[config.mk]
export PLATFORM = sky130hd
export DESIGN_NAME = sliding_window_pair_sum_check_top_flat
export DESIGN_NICKNAME = d
export VERILOG_FILES = /design/src/swpsc_pkg.sv /design/src/swpsc_in_if.sv /design/src/swpsc_out_if.sv /design/src/sliding_window_pair_sum_check_top.sv /design/src/swpsc_win_ram.sv /design/src/swpsc_ctrl.sv /design/src/flat_wrapper.sv
export SDC_FILE = /design/constraint.sdc
export NUM_CORES = 1
export LEC_CHECK = 0
export BUFFER_PORTS_ARGS = -buffer_cell sky130_fd_sc_hd__buf_2
export CELL_PAD_IN_SITES_DETAIL_PLACEMENT = 1
export CELL_PAD_IN_SITES_GLOBAL_PLACEMENT = 2
export CORE_ASPECT_RATIO = 0.8
export CORE_MARGIN = 3
export CORE_UTILIZATION = 45
export CTS_CLUSTER_DIAMETER = 50
export DETAILED_ROUTE_END_ITERATION = 10
export PLACE_DENSITY = 0.75
export SYNTH_ARGS = -nofsm -noshare
export SYNTH_HDL_FRONTEND = slang
export SYNTH_SLANG_ARGS = --single-unit
export TNS_END_PERCENT = 100
[constraint.sdc]
create_clock -name clk -period 6.9 [get_ports clk]
set_clock_uncertainty 0.15 [all_clocks]
set_input_delay 1.035 -clock clk [delete_from_list [all_inputs] [get_ports clk]]
set_output_delay 1.035 -clock clk [all_outputs]
set_load 0.005 [all_outputs]
[src/swpsc_pkg.sv]
// ============================================================================
// swpsc_pkg
// Shared widths, defaults and payload types of the sliding window pair-sum
// checker.
// ============================================================================
`default_nettype none

package swpsc_pkg;

    localparam int VALUE_W     = 31;
    localparam int WINDOW_DEF  = 25;
    localparam int WINDOW_MIN  = 2;
    localparam int WINDOW_MAX  = 64;

    typedef logic [VALUE_W-1:0] value_t;

    // one input request as held inside the block
    typedef struct packed {
        value_t value;
        logic   start_req;
    } item_t;

    // one result as handed from the sequencer to the output register
    typedef struct packed {
        logic   checked;
        logic   pair_found;
        value_t echo_value;
    } res_t;

endpackage

`default_nettype wire

[src/swpsc_in_if.sv]
// ============================================================================
// swpsc_in_if
// Input channel: valid/ready handshake carrying one stream number and its
// start mark.
// ============================================================================
`default_nettype none

interface swpsc_in_if;

    logic                         valid;
    logic                         ready;
    logic [swpsc_pkg::VALUE_W-1:0] value;
    logic                         start_req;

    modport source (output valid, output value, output start_req, input ready);
    modport sink   (input valid, input value, input start_req, output ready);

endinterface

`default_nettype wire

[src/swpsc_out_if.sv]
// ============================================================================
// swpsc_out_if
// Result channel: valid/ready handshake carrying the check flags and the
// number that was checked.
// ============================================================================
`default_nettype none

interface swpsc_out_if;

    logic                         valid;
    logic                         ready;
    logic                         checked;
    logic                         pair_found;
    logic [swpsc_pkg::VALUE_W-1:0] echo_value;

    modport source (output valid, output checked, output pair_found, output echo_value,
                    input ready);
    modport sink   (input valid, input checked, input pair_found, input echo_value,
                    output ready);

endinterface

`default_nettype wire

[src/sliding_window_pair_sum_check_top.sv]
// ============================================================================
// sliding_window_pair_sum_check_top
// Keeps the last WINDOW numbers of a stream and flags each new number that
// equals the sum of two window entries at distinct positions.
// ============================================================================
// Usage:
//   in_ch  : one request per number (value, start_req). start_req restarts
//            the window fill with this number as its first entry.
//   out_ch : exactly one result per request, in order: checked (window was
//            full), pair_found, echo_value.
//   Flow: a number taken while the window fills goes from the dispatch
//   state straight to the result. Once the window is full, every slot pair
//   is read from the window store over its two read ports, one pair per
//   cycle, stopping at the first match, and the oldest entry is then
//   replaced. The pair sweep sets the rate.
//   The input is taken again as soon as the result has moved to the output
//   register; a stalled receiver holds that register and, behind it, at
//   most one finished result inside the sequencer.
//   Reset: rst_n (async, active low) empties the window; store contents
//   are not cleared and are never used before being written.
// ============================================================================
`default_nettype none

module sliding_window_pair_sum_check_top #(
    parameter int WINDOW = swpsc_pkg::WINDOW_DEF
) (
    input  wire logic    clk,
    input  wire logic    rst_n,
    swpsc_in_if.sink     in_ch,
    swpsc_out_if.source  out_ch
);

    localparam int AW = $clog2(WINDOW);

    swpsc_pkg::item_t              item;
    swpsc_pkg::res_t               res;
    swpsc_pkg::res_t               out_res_reg;
    logic                          out_valid_reg;
    logic                          in_ready;
    logic                          in_take;
    logic                          res_valid;
    logic                          res_take;
    logic                          mem_we;
    logic [AW-1:0]                 mem_waddr;
    logic [swpsc_pkg::VALUE_W-1:0] mem_wdata;
    logic [AW-1:0]                 mem_raddr_a;
    logic [AW-1:0]                 mem_raddr_b;
    logic [swpsc_pkg::VALUE_W-1:0] mem_rdata_a;
    logic [swpsc_pkg::VALUE_W-1:0] mem_rdata_b;

    assign item.value     = in_ch.value;
    assign item.start_req = in_ch.start_req;
    assign in_ch.ready    = in_ready;
    assign in_take        = in_ch.valid && in_ready;

    assign res_take = res_valid && (!out_valid_reg || out_ch.ready);

    swpsc_ctrl #(
        .WINDOW (WINDOW),
        .AW     (AW)
    ) u_ctrl (
        .clk         (clk),
        .rst_n       (rst_n),
        .in_ready    (in_ready),
        .in_take     (in_take),
        .item        (item),
        .res_valid   (res_valid),
        .res         (res),
        .res_take    (res_take),
        .mem_we      (mem_we),
        .mem_waddr   (mem_waddr),
        .mem_wdata   (mem_wdata),
        .mem_raddr_a (mem_raddr_a),
        .mem_raddr_b (mem_raddr_b),
        .mem_rdata_a (mem_rdata_a),
        .mem_rdata_b (mem_rdata_b)
    );

    swpsc_win_ram #(
        .WINDOW (WINDOW),
        .AW     (AW)
    ) u_ram (
        .clk     (clk),
        .we      (mem_we),
        .waddr   (mem_waddr),
        .wdata   (mem_wdata),
        .raddr_a (mem_raddr_a),
        .raddr_b (mem_raddr_b),
        .rdata_a (mem_rdata_a),
        .rdata_b (mem_rdata_b)
    );

    // output register
    always_ff @(posedge clk or negedge rst_n)
    begin
        if (!rst_n)
        begin
            out_valid_reg <= 1'b0;
        end
        else if (res_take)
        begin
            out_valid_reg <= 1'b1;
        end
        else if (out_ch.ready)
        begin
            out_valid_reg <= 1'b0;
        end
    end

    always_ff @(posedge clk)
    begin
        if (res_take)
        begin
            out_res_reg <= res;
        end
    end

    assign out_ch.valid      = out_valid_reg;
    assign out_ch.checked    = out_res_reg.checked;
    assign out_ch.pair_found = out_res_reg.pair_found;
    assign out_ch.echo_value = out_res_reg.echo_value;

    // a match can only come from a full-window check
    a_found_implies_checked: assert property (
        @(posedge clk) disable iff (!rst_n)
        res_valid |-> (res.checked || !res.pair_found)
    ) else $error("pair_found without a full-window check");

    // the store is written only while a request is being worked on
    a_write_only_busy: assert property (
        @(posedge clk) disable iff (!rst_n)
        mem_we |-> !in_ready
    ) else $error("window store written while idle");

    // a request taken makes the block busy in the next cycle
    a_take_busy: assert property (
        @(posedge clk) disable iff (!rst_n)
        in_take |=> !in_ch.ready
    ) else $error("input ready right after a request was taken");

endmodule

`default_nettype wire

[src/swpsc_win_ram.sv]
// ============================================================================
// swpsc_win_ram
// Window store: one write port and two read ports, read data registered.
// ============================================================================
`default_nettype none

module swpsc_win_ram #(
    parameter int WINDOW = swpsc_pkg::WINDOW_DEF,
    parameter int AW     = $clog2(WINDOW)
) (
    input  wire logic                          clk,
    input  wire logic                          we,
    input  wire logic [AW-1:0]                 waddr,
    input  wire logic [swpsc_pkg::VALUE_W-1:0] wdata,
    input  wire logic [AW-1:0]                 raddr_a,
    input  wire logic [AW-1:0]                 raddr_b,
    output logic      [swpsc_pkg::VALUE_W-1:0] rdata_a,
    output logic      [swpsc_pkg::VALUE_W-1:0] rdata_b
);

    logic [swpsc_pkg::VALUE_W-1:0] mem [WINDOW];
    logic [swpsc_pkg::VALUE_W-1:0] rdata_a_reg;
    logic [swpsc_pkg::VALUE_W-1:0] rdata_b_reg;

    always_ff @(posedge clk)
    begin
        if (we)
        begin
            mem[waddr] <= wdata;
        end
        rdata_a_reg <= mem[raddr_a];
        rdata_b_reg <= mem[raddr_b];
    end

    assign rdata_a = rdata_a_reg;
    assign rdata_b = rdata_b_reg;

endmodule

`default_nettype wire

[src/swpsc_ctrl.sv]
// ============================================================================
// swpsc_ctrl
// Sequencer: stores filling numbers, sweeps all slot pairs through the window
// store for full-window checks until a match, then replaces the oldest entry.
// ============================================================================
`default_nettype none

module swpsc_ctrl #(
    parameter int WINDOW = swpsc_pkg::WINDOW_DEF,
    parameter int AW     = $clog2(WINDOW)
) (
    input  wire logic                          clk,
    input  wire logic                          rst_n,
    // input side
    output logic                               in_ready,
    input  wire logic                          in_take,
    input  wire swpsc_pkg::item_t              item,
    // result side
    output logic                               res_valid,
    output swpsc_pkg::res_t                    res,
    input  wire logic                          res_take,
    // window store
    output logic                               mem_we,
    output logic      [AW-1:0]                 mem_waddr,
    output logic      [swpsc_pkg::VALUE_W-1:0] mem_wdata,
    output logic      [AW-1:0]                 mem_raddr_a,
    output logic      [AW-1:0]                 mem_raddr_b,
    input  wire logic [swpsc_pkg::VALUE_W-1:0] mem_rdata_a,
    input  wire logic [swpsc_pkg::VALUE_W-1:0] mem_rdata_b
);

    localparam int CW = $clog2(WINDOW + 1);
    localparam logic [CW-1:0] FULL    = CW'(WINDOW);
    localparam logic [AW-1:0] LAST_B  = AW'(WINDOW - 1);
    localparam logic [AW-1:0] LAST_A  = AW'(WINDOW - 2);

    localparam logic [2:0] ST_IDLE   = 3'd0;
    localparam logic [2:0] ST_DISP   = 3'd1;
    localparam logic [2:0] ST_SCAN   = 3'd2;
    localparam logic [2:0] ST_DRAIN  = 3'd3;
    localparam logic [2:0] ST_WRITE  = 3'd4;
    localparam logic [2:0] ST_RESULT = 3'd5;

    logic [2:0]             state_reg,  state_next;
    swpsc_pkg::item_t       item_reg,   item_next;
    logic [CW-1:0]          fill_reg,   fill_next;
    logic [AW-1:0]          oldest_reg, oldest_next;
    logic [AW-1:0]          a_reg,      a_next;
    logic [AW-1:0]          b_reg,      b_next;
    logic                   rd_vld_reg, rd_vld_next;
    logic                   found_reg,  found_next;
    logic                   chk_reg,    chk_next;

    logic [CW-1:0]          fill_eff;
    logic [swpsc_pkg::VALUE_W:0] pair_sum;
    logic                   hit;

    // pair sum one bit wider so it cannot wrap
    assign pair_sum = {1'b0, mem_rdata_a} + {1'b0, mem_rdata_b};
    assign hit      = rd_vld_reg && (pair_sum == {1'b0, item_reg.value});
    assign fill_eff = item_reg.start_req ? '0 : fill_reg;

    assign mem_raddr_a = a_reg;
    assign mem_raddr_b = b_reg;
    assign mem_wdata   = item_reg.value;

    assign in_ready       = (state_reg == ST_IDLE);
    assign res_valid      = (state_reg == ST_RESULT);
    assign res.checked    = chk_reg;
    assign res.pair_found = found_reg;
    assign res.echo_value = item_reg.value;

    always_comb
    begin
        state_next  = state_reg;
        item_next   = item_reg;
        fill_next   = fill_reg;
        oldest_next = oldest_reg;
        a_next      = a_reg;
        b_next      = b_reg;
        rd_vld_next = 1'b0;
        found_next  = found_reg;
        chk_next    = chk_reg;
        mem_we      = 1'b0;
        mem_waddr   = oldest_reg;

        case (state_reg)
            ST_IDLE:
            begin
                if (in_take)
                begin
                    item_next  = item;
                    state_next = ST_DISP;
                end
            end
            ST_DISP:
            begin
                found_next = 1'b0;
                if (item_reg.start_req)
                begin
                    oldest_next = '0;
                end
                if (fill_eff < FULL)
                begin
                    // while filling, oldest slot is zero, so next free slot = fill
                    mem_we     = 1'b1;
                    mem_waddr  = fill_eff[AW-1:0];
                    fill_next  = fill_eff + CW'(1);
                    chk_next   = 1'b0;
                    state_next = ST_RESULT;
                end
                else
                begin
                    a_next     = '0;
                    b_next     = AW'(1);
                    chk_next   = 1'b1;
                    state_next = ST_SCAN;
                end
            end
            ST_SCAN:
            begin
                rd_vld_next = 1'b1;
                if (hit)
                begin
                    found_next  = 1'b1;
                    rd_vld_next = 1'b0;
                    state_next  = ST_WRITE;
                end
                else if (a_reg == LAST_A)
                begin
                    state_next = ST_DRAIN;
                end
                else if (b_reg == LAST_B)
                begin
                    a_next = a_reg + AW'(1);
                    b_next = a_reg + AW'(2);
                end
                else
                begin
                    b_next = b_reg + AW'(1);
                end
            end
            ST_DRAIN:
            begin
                if (hit)
                begin
                    found_next = 1'b1;
                end
                state_next = ST_WRITE;
            end
            ST_WRITE:
            begin
                mem_we      = 1'b1;
                mem_waddr   = oldest_reg;
                oldest_next = (oldest_reg == LAST_B) ? '0 : oldest_reg + AW'(1);
                state_next  = ST_RESULT;
            end
            ST_RESULT:
            begin
                if (res_take)
                begin
                    state_next = ST_IDLE;
                end
            end
            default:
            begin
                state_next = ST_IDLE;
            end
        endcase
    end

    always_ff @(posedge clk or negedge rst_n)
    begin
        if (!rst_n)
        begin
            state_reg  <= ST_IDLE;
            fill_reg   <= '0;
            oldest_reg <= '0;
            rd_vld_reg <= 1'b0;
            found_reg  <= 1'b0;
            chk_reg    <= 1'b0;
        end
        else
        begin
            state_reg  <= state_next;
            fill_reg   <= fill_next;
            oldest_reg <= oldest_next;
            rd_vld_reg <= rd_vld_next;
            found_reg  <= found_next;
            chk_reg    <= chk_next;
        end
    end

    always_ff @(posedge clk)
    begin
        item_reg <= item_next;
        a_reg    <= a_next;
        b_reg    <= b_next;
    end

endmodule

`default_nettype wire
[src/flat_wrapper.sv]
// flat-port wrapper written by rule: the top's interface ports become plain ports
module sliding_window_pair_sum_check_top_flat 
#(
    parameter int WINDOW = swpsc_pkg::WINDOW_DEF
)
  (clk, rst_n, in_ch_valid, in_ch_value, in_ch_start_req, in_ch_ready, out_ch_valid, out_ch_checked, out_ch_pair_found, out_ch_echo_value, out_ch_ready);
  swpsc_in_if in_ch_i ();
  swpsc_out_if out_ch_i ();
  input  wire logic clk;
  input  wire logic rst_n;
  input wire logic [$bits(in_ch_i.valid)-1:0] in_ch_valid;
  input wire logic [$bits(in_ch_i.value)-1:0] in_ch_value;
  input wire logic [$bits(in_ch_i.start_req)-1:0] in_ch_start_req;
  output wire logic [$bits(in_ch_i.ready)-1:0] in_ch_ready;
  output wire logic [$bits(out_ch_i.valid)-1:0] out_ch_valid;
  output wire logic [$bits(out_ch_i.checked)-1:0] out_ch_checked;
  output wire logic [$bits(out_ch_i.pair_found)-1:0] out_ch_pair_found;
  output wire logic [$bits(out_ch_i.echo_value)-1:0] out_ch_echo_value;
  input wire logic [$bits(out_ch_i.ready)-1:0] out_ch_ready;
  assign in_ch_i.valid = in_ch_valid;
  assign in_ch_i.value = in_ch_value;
  assign in_ch_i.start_req = in_ch_start_req;
  assign in_ch_ready = in_ch_i.ready;
  assign out_ch_valid = out_ch_i.valid;
  assign out_ch_checked = out_ch_i.checked;
  assign out_ch_pair_found = out_ch_i.pair_found;
  assign out_ch_echo_value = out_ch_i.echo_value;
  assign out_ch_i.ready = out_ch_ready;
  sliding_window_pair_sum_check_top #(.WINDOW(WINDOW)) u_core (.clk(clk), .rst_n(rst_n), .in_ch(in_ch_i), .out_ch(out_ch_i));
endmodule
==> key figures <==
Critical path
  – Startpoint Class: flop
  – CP arrival: 4460 ps
  – CP peak stage delay: 680 ps
  – Worst setup path category: reg2reg
  – Worst EP required: 7040 ps
  – Cells along the critical path: ha_1 -> fa_1 -> a21o_1 -> a311oi_1 -> o221a_4 -> a211oi_1 -> o31a_1 -> o2111ai_1 -> nor4_2 -> and3_4 -> o31ai_1
  – Slowest stage cell, crit path: o31ai_1
  – CP Capture Type: flop
  – CP max FO: 6

Clocking
  – CTS tree: done
  – H-tree levels: 3
  – Setup bufs post-CTS: 0
  – Sink Count: 929
  – Clock Pin Slew Worst Setup and Hold Paths: 60 ps
  – TritonCTS buffer count: 104
  – CTS root buffer: clkbuf_16
  – CTS Hold Buffers Added: 0
  – Clock latency on the worst-skew pair: 690 ps
  – Clock Path Buffers: 3
  – Post-CTS resize count: 0

Route
  – Drt total wl: 133000 um
  – # DRC: 0
  – Initial DRC count: 2982
  – Via count: 24720
  – Post-DRT Antenna Nets: 0
  – WL/cell: 35.39 um
  – Vias per cell: 6.578
  – Drt first pass iters: 7

Synth
  – Largest family of logic cells by synthesized area: multiplexers
  – Yosys warnings: 0
  – Area leader, netlist: edfxtp_1
  – Synth Area in Compound Gates: 4.366%
  – Mapped Area: roughly 43000 um^2
  – Mapped Cells: roughly 2400
  – Synth Area in Adders: 1.157%
  – Post-synthesis net count: 2426
  – Seq/Total Area, Yosys: a little under two thirds
  – Ys async rst share: around 1.8%
  – Syn avg cell area: 18.21 um^2
  – Top post-synthesis cells by area: edfxtp_1, mux4_2, dfxtp_1
  – Xor/xnor share of the synthesized area: 0.9002%
  – EDFF count, synth: 850
  – Synthesized flop and latch total: 929
  – Simple logic cell fraction of the synthesized area: between 3 and 4%
  – Ys flop type: edfxtp_1
  – Post-synthesis mux area share: 25.11%
  – Library cells used by synthesis: between 70 and 80
  – Yosys top cell area share: between 50% and 60%

Floorplan
  – Die Width: 350.8 um
  – Die H: around 280 um
  – Initial Util: 45.68%
  – Row count: 100
  – Die ar.: 98900 um^2
  – Core area: 93710 um^2
  – I/O pin total: 71

Hold path
  – Hold Crit Class: in2async

Timing
  – Hold WS: around 180 ps
  – Worst Max-Slew Pin Slew: 1371 ps
  – Final setup viols: 0
  – Slew Limit Fails: 0
  – RSZ-0062 raised after global routing: false
  – Final Hold Fails: 0
  – Fmax: 231.0 MHz
  – Final Critical Period: 4328 ps
  – Final period util: 62.73%
  – Max-slew headroom: under 10%
  – Final TNS setup: 0 ps

Place
  – Placed inst area: roughly 45000 um^2
  – Routability cong.: approximately 0.9
  – Dpl hpwl: 78530 um
  – Placed insts: 3562
  – # port buffers: 70

Cells and area
  – Area growth from synthesis to layout: 13.14%
  – Most flop-heavy register: u_core.u_ram.mem
  – Non-Filler Instances: 3758
  – Commonest non-fill, non-tap cells in the layout: edfxtp_1, mux4_2, mux2i_1, nand2_1, clkbuf_16
  – Max FFs per register: roughly 780
  – Finished Core Util: between 50% and 60%
  – Layout cells sized above 1: 31.74%
  – Final Cell Area: 48440 um^2
  – # nets final: 2519
  – Most common cell after layout, fill and taps aside: edfxtp_1

Global route
  – First-pass GRT wire length: 191600 um
  – Largest net degree at the start of global routing: between 100 and 150
  – Vias in the first global route: 26020
  – Total GRT Usage: approximately 27%
  – Remaining Overflow, GRT: 0
  – Antenna violations before repair: 4

Power
  – Maximum vdd ir drop: 221.0 uV
  – Static leakage: 14.94 nW
  – PD cells: 303.6 nW/um^2

Job
  – Number of max-cap violations: 0

Status
  – Status: finished, final reports clean
==> synthesized netlist by cell type, drive strengths merged, types with 15 or more instances <==
cell and instances:
a2111oi 24, a21oi 73, buf 60, clkbuf 94
dfrtp 17, dfxtp 62, edfxtp 850, ha 38
mux2 59, mux2i 121, mux4 394, nand2 114
nand3 15, nor2 99, o21ai 74, o22ai 24
xnor2 26, xor2 18
==> path summary, 6_finish.rpt <==
kind                       slack [ps]  cells past startpoint                   startpoint                            to
min                               180                      1                        rst_n      u_core.u_ctrl.rd_vld_reg
max reg2reg                      2570                     11      u_core.u_ram.rdata_b[0]  u_core.u_ctrl.mem_raddr_a[1]
max                              2570                     11      u_core.u_ram.rdata_b[0]  u_core.u_ctrl.mem_raddr_a[1]
min reg2reg                       310                      0  u_core.u_ctrl.mem_wdata[26]  u_core.out_ch.echo_value[26]
min in group clk                  310                      0  u_core.u_ctrl.mem_wdata[26]  u_core.out_ch.echo_value[26]
max in group asynchronous        6060                      1                        rst_n   u_core.u_ctrl.oldest_reg[2]
==> cell families after synthesis <==
logic type	count (synthesis)
AO/OA/AOI/OAI	287
XOR/XNOR	44
adder cells (fa/ha/maj)	39
buffers and inverters	165
flip-flops	929
multiplexers	574
AND/OR/NAND/NOR	313
==> power breakdown <==
| group | switching, mW | total (mW) | internal (mW) |
|---|---|---|---|
| clock | 2.38 | 5.71 | 3.33 |
| sequential | 0.331 | 7.14 | 6.81 |
| combinational | 1.17 | 1.85 | 0.679 |
| total | 3.89 | 14.7 | 10.8 |
==> per-layer routing <==
layer	GRT usage (%)	part of all wire [%]	wire length (um)	vias to the layer above
met2	43.11	47	62870	1041
li1	-	-	-	10050
met1	40.00	43	57390	13410
met5	0	0.0060	8	-
met3	4.107	7.0	9299	211
met4	7.179	2.6	3410	2
==> critical path: cells and delay by family, from the launching register on <==
kind,cells,cell delay [ps]
AND/OR/NAND/NOR,2,360
AO/OA/AOI/OAI,7,2470
adder cells (fa/ha/maj),2,650
flip-flops,1,310
==> stage by stage <==
| stage | worst slack, ps | power [mW] |
|---|---|---|
| 6_report | 2572 | 14.70 |
| 5_1_grt | 2391 | 15.21 |
| 4_1_cts | 2612 | 14.79 |
| 3_5_place_dp | 2617 | 9.107 |
| 3_3_place_gp | 2760 | 9.023 |
| 2_1_floorplan | 1732 | 8.109 |
==> final cells by class <==
type / count / area [um^2]
Antenna cell: 1 / 2.502
Clock buffer: 133 / 2844
Clock inverter: 62 / 721.9
Fill cell: 8344 / 45280
Inverter: 11 / 41.29
Multi-Input combinational cell: 1257 / 15150
Sequential cell: 929 / 27190
Tap cell: 1224 / 1531
Timing Repair Buffer: 141 / 958.4
Power figures use the tool's default switching activity.
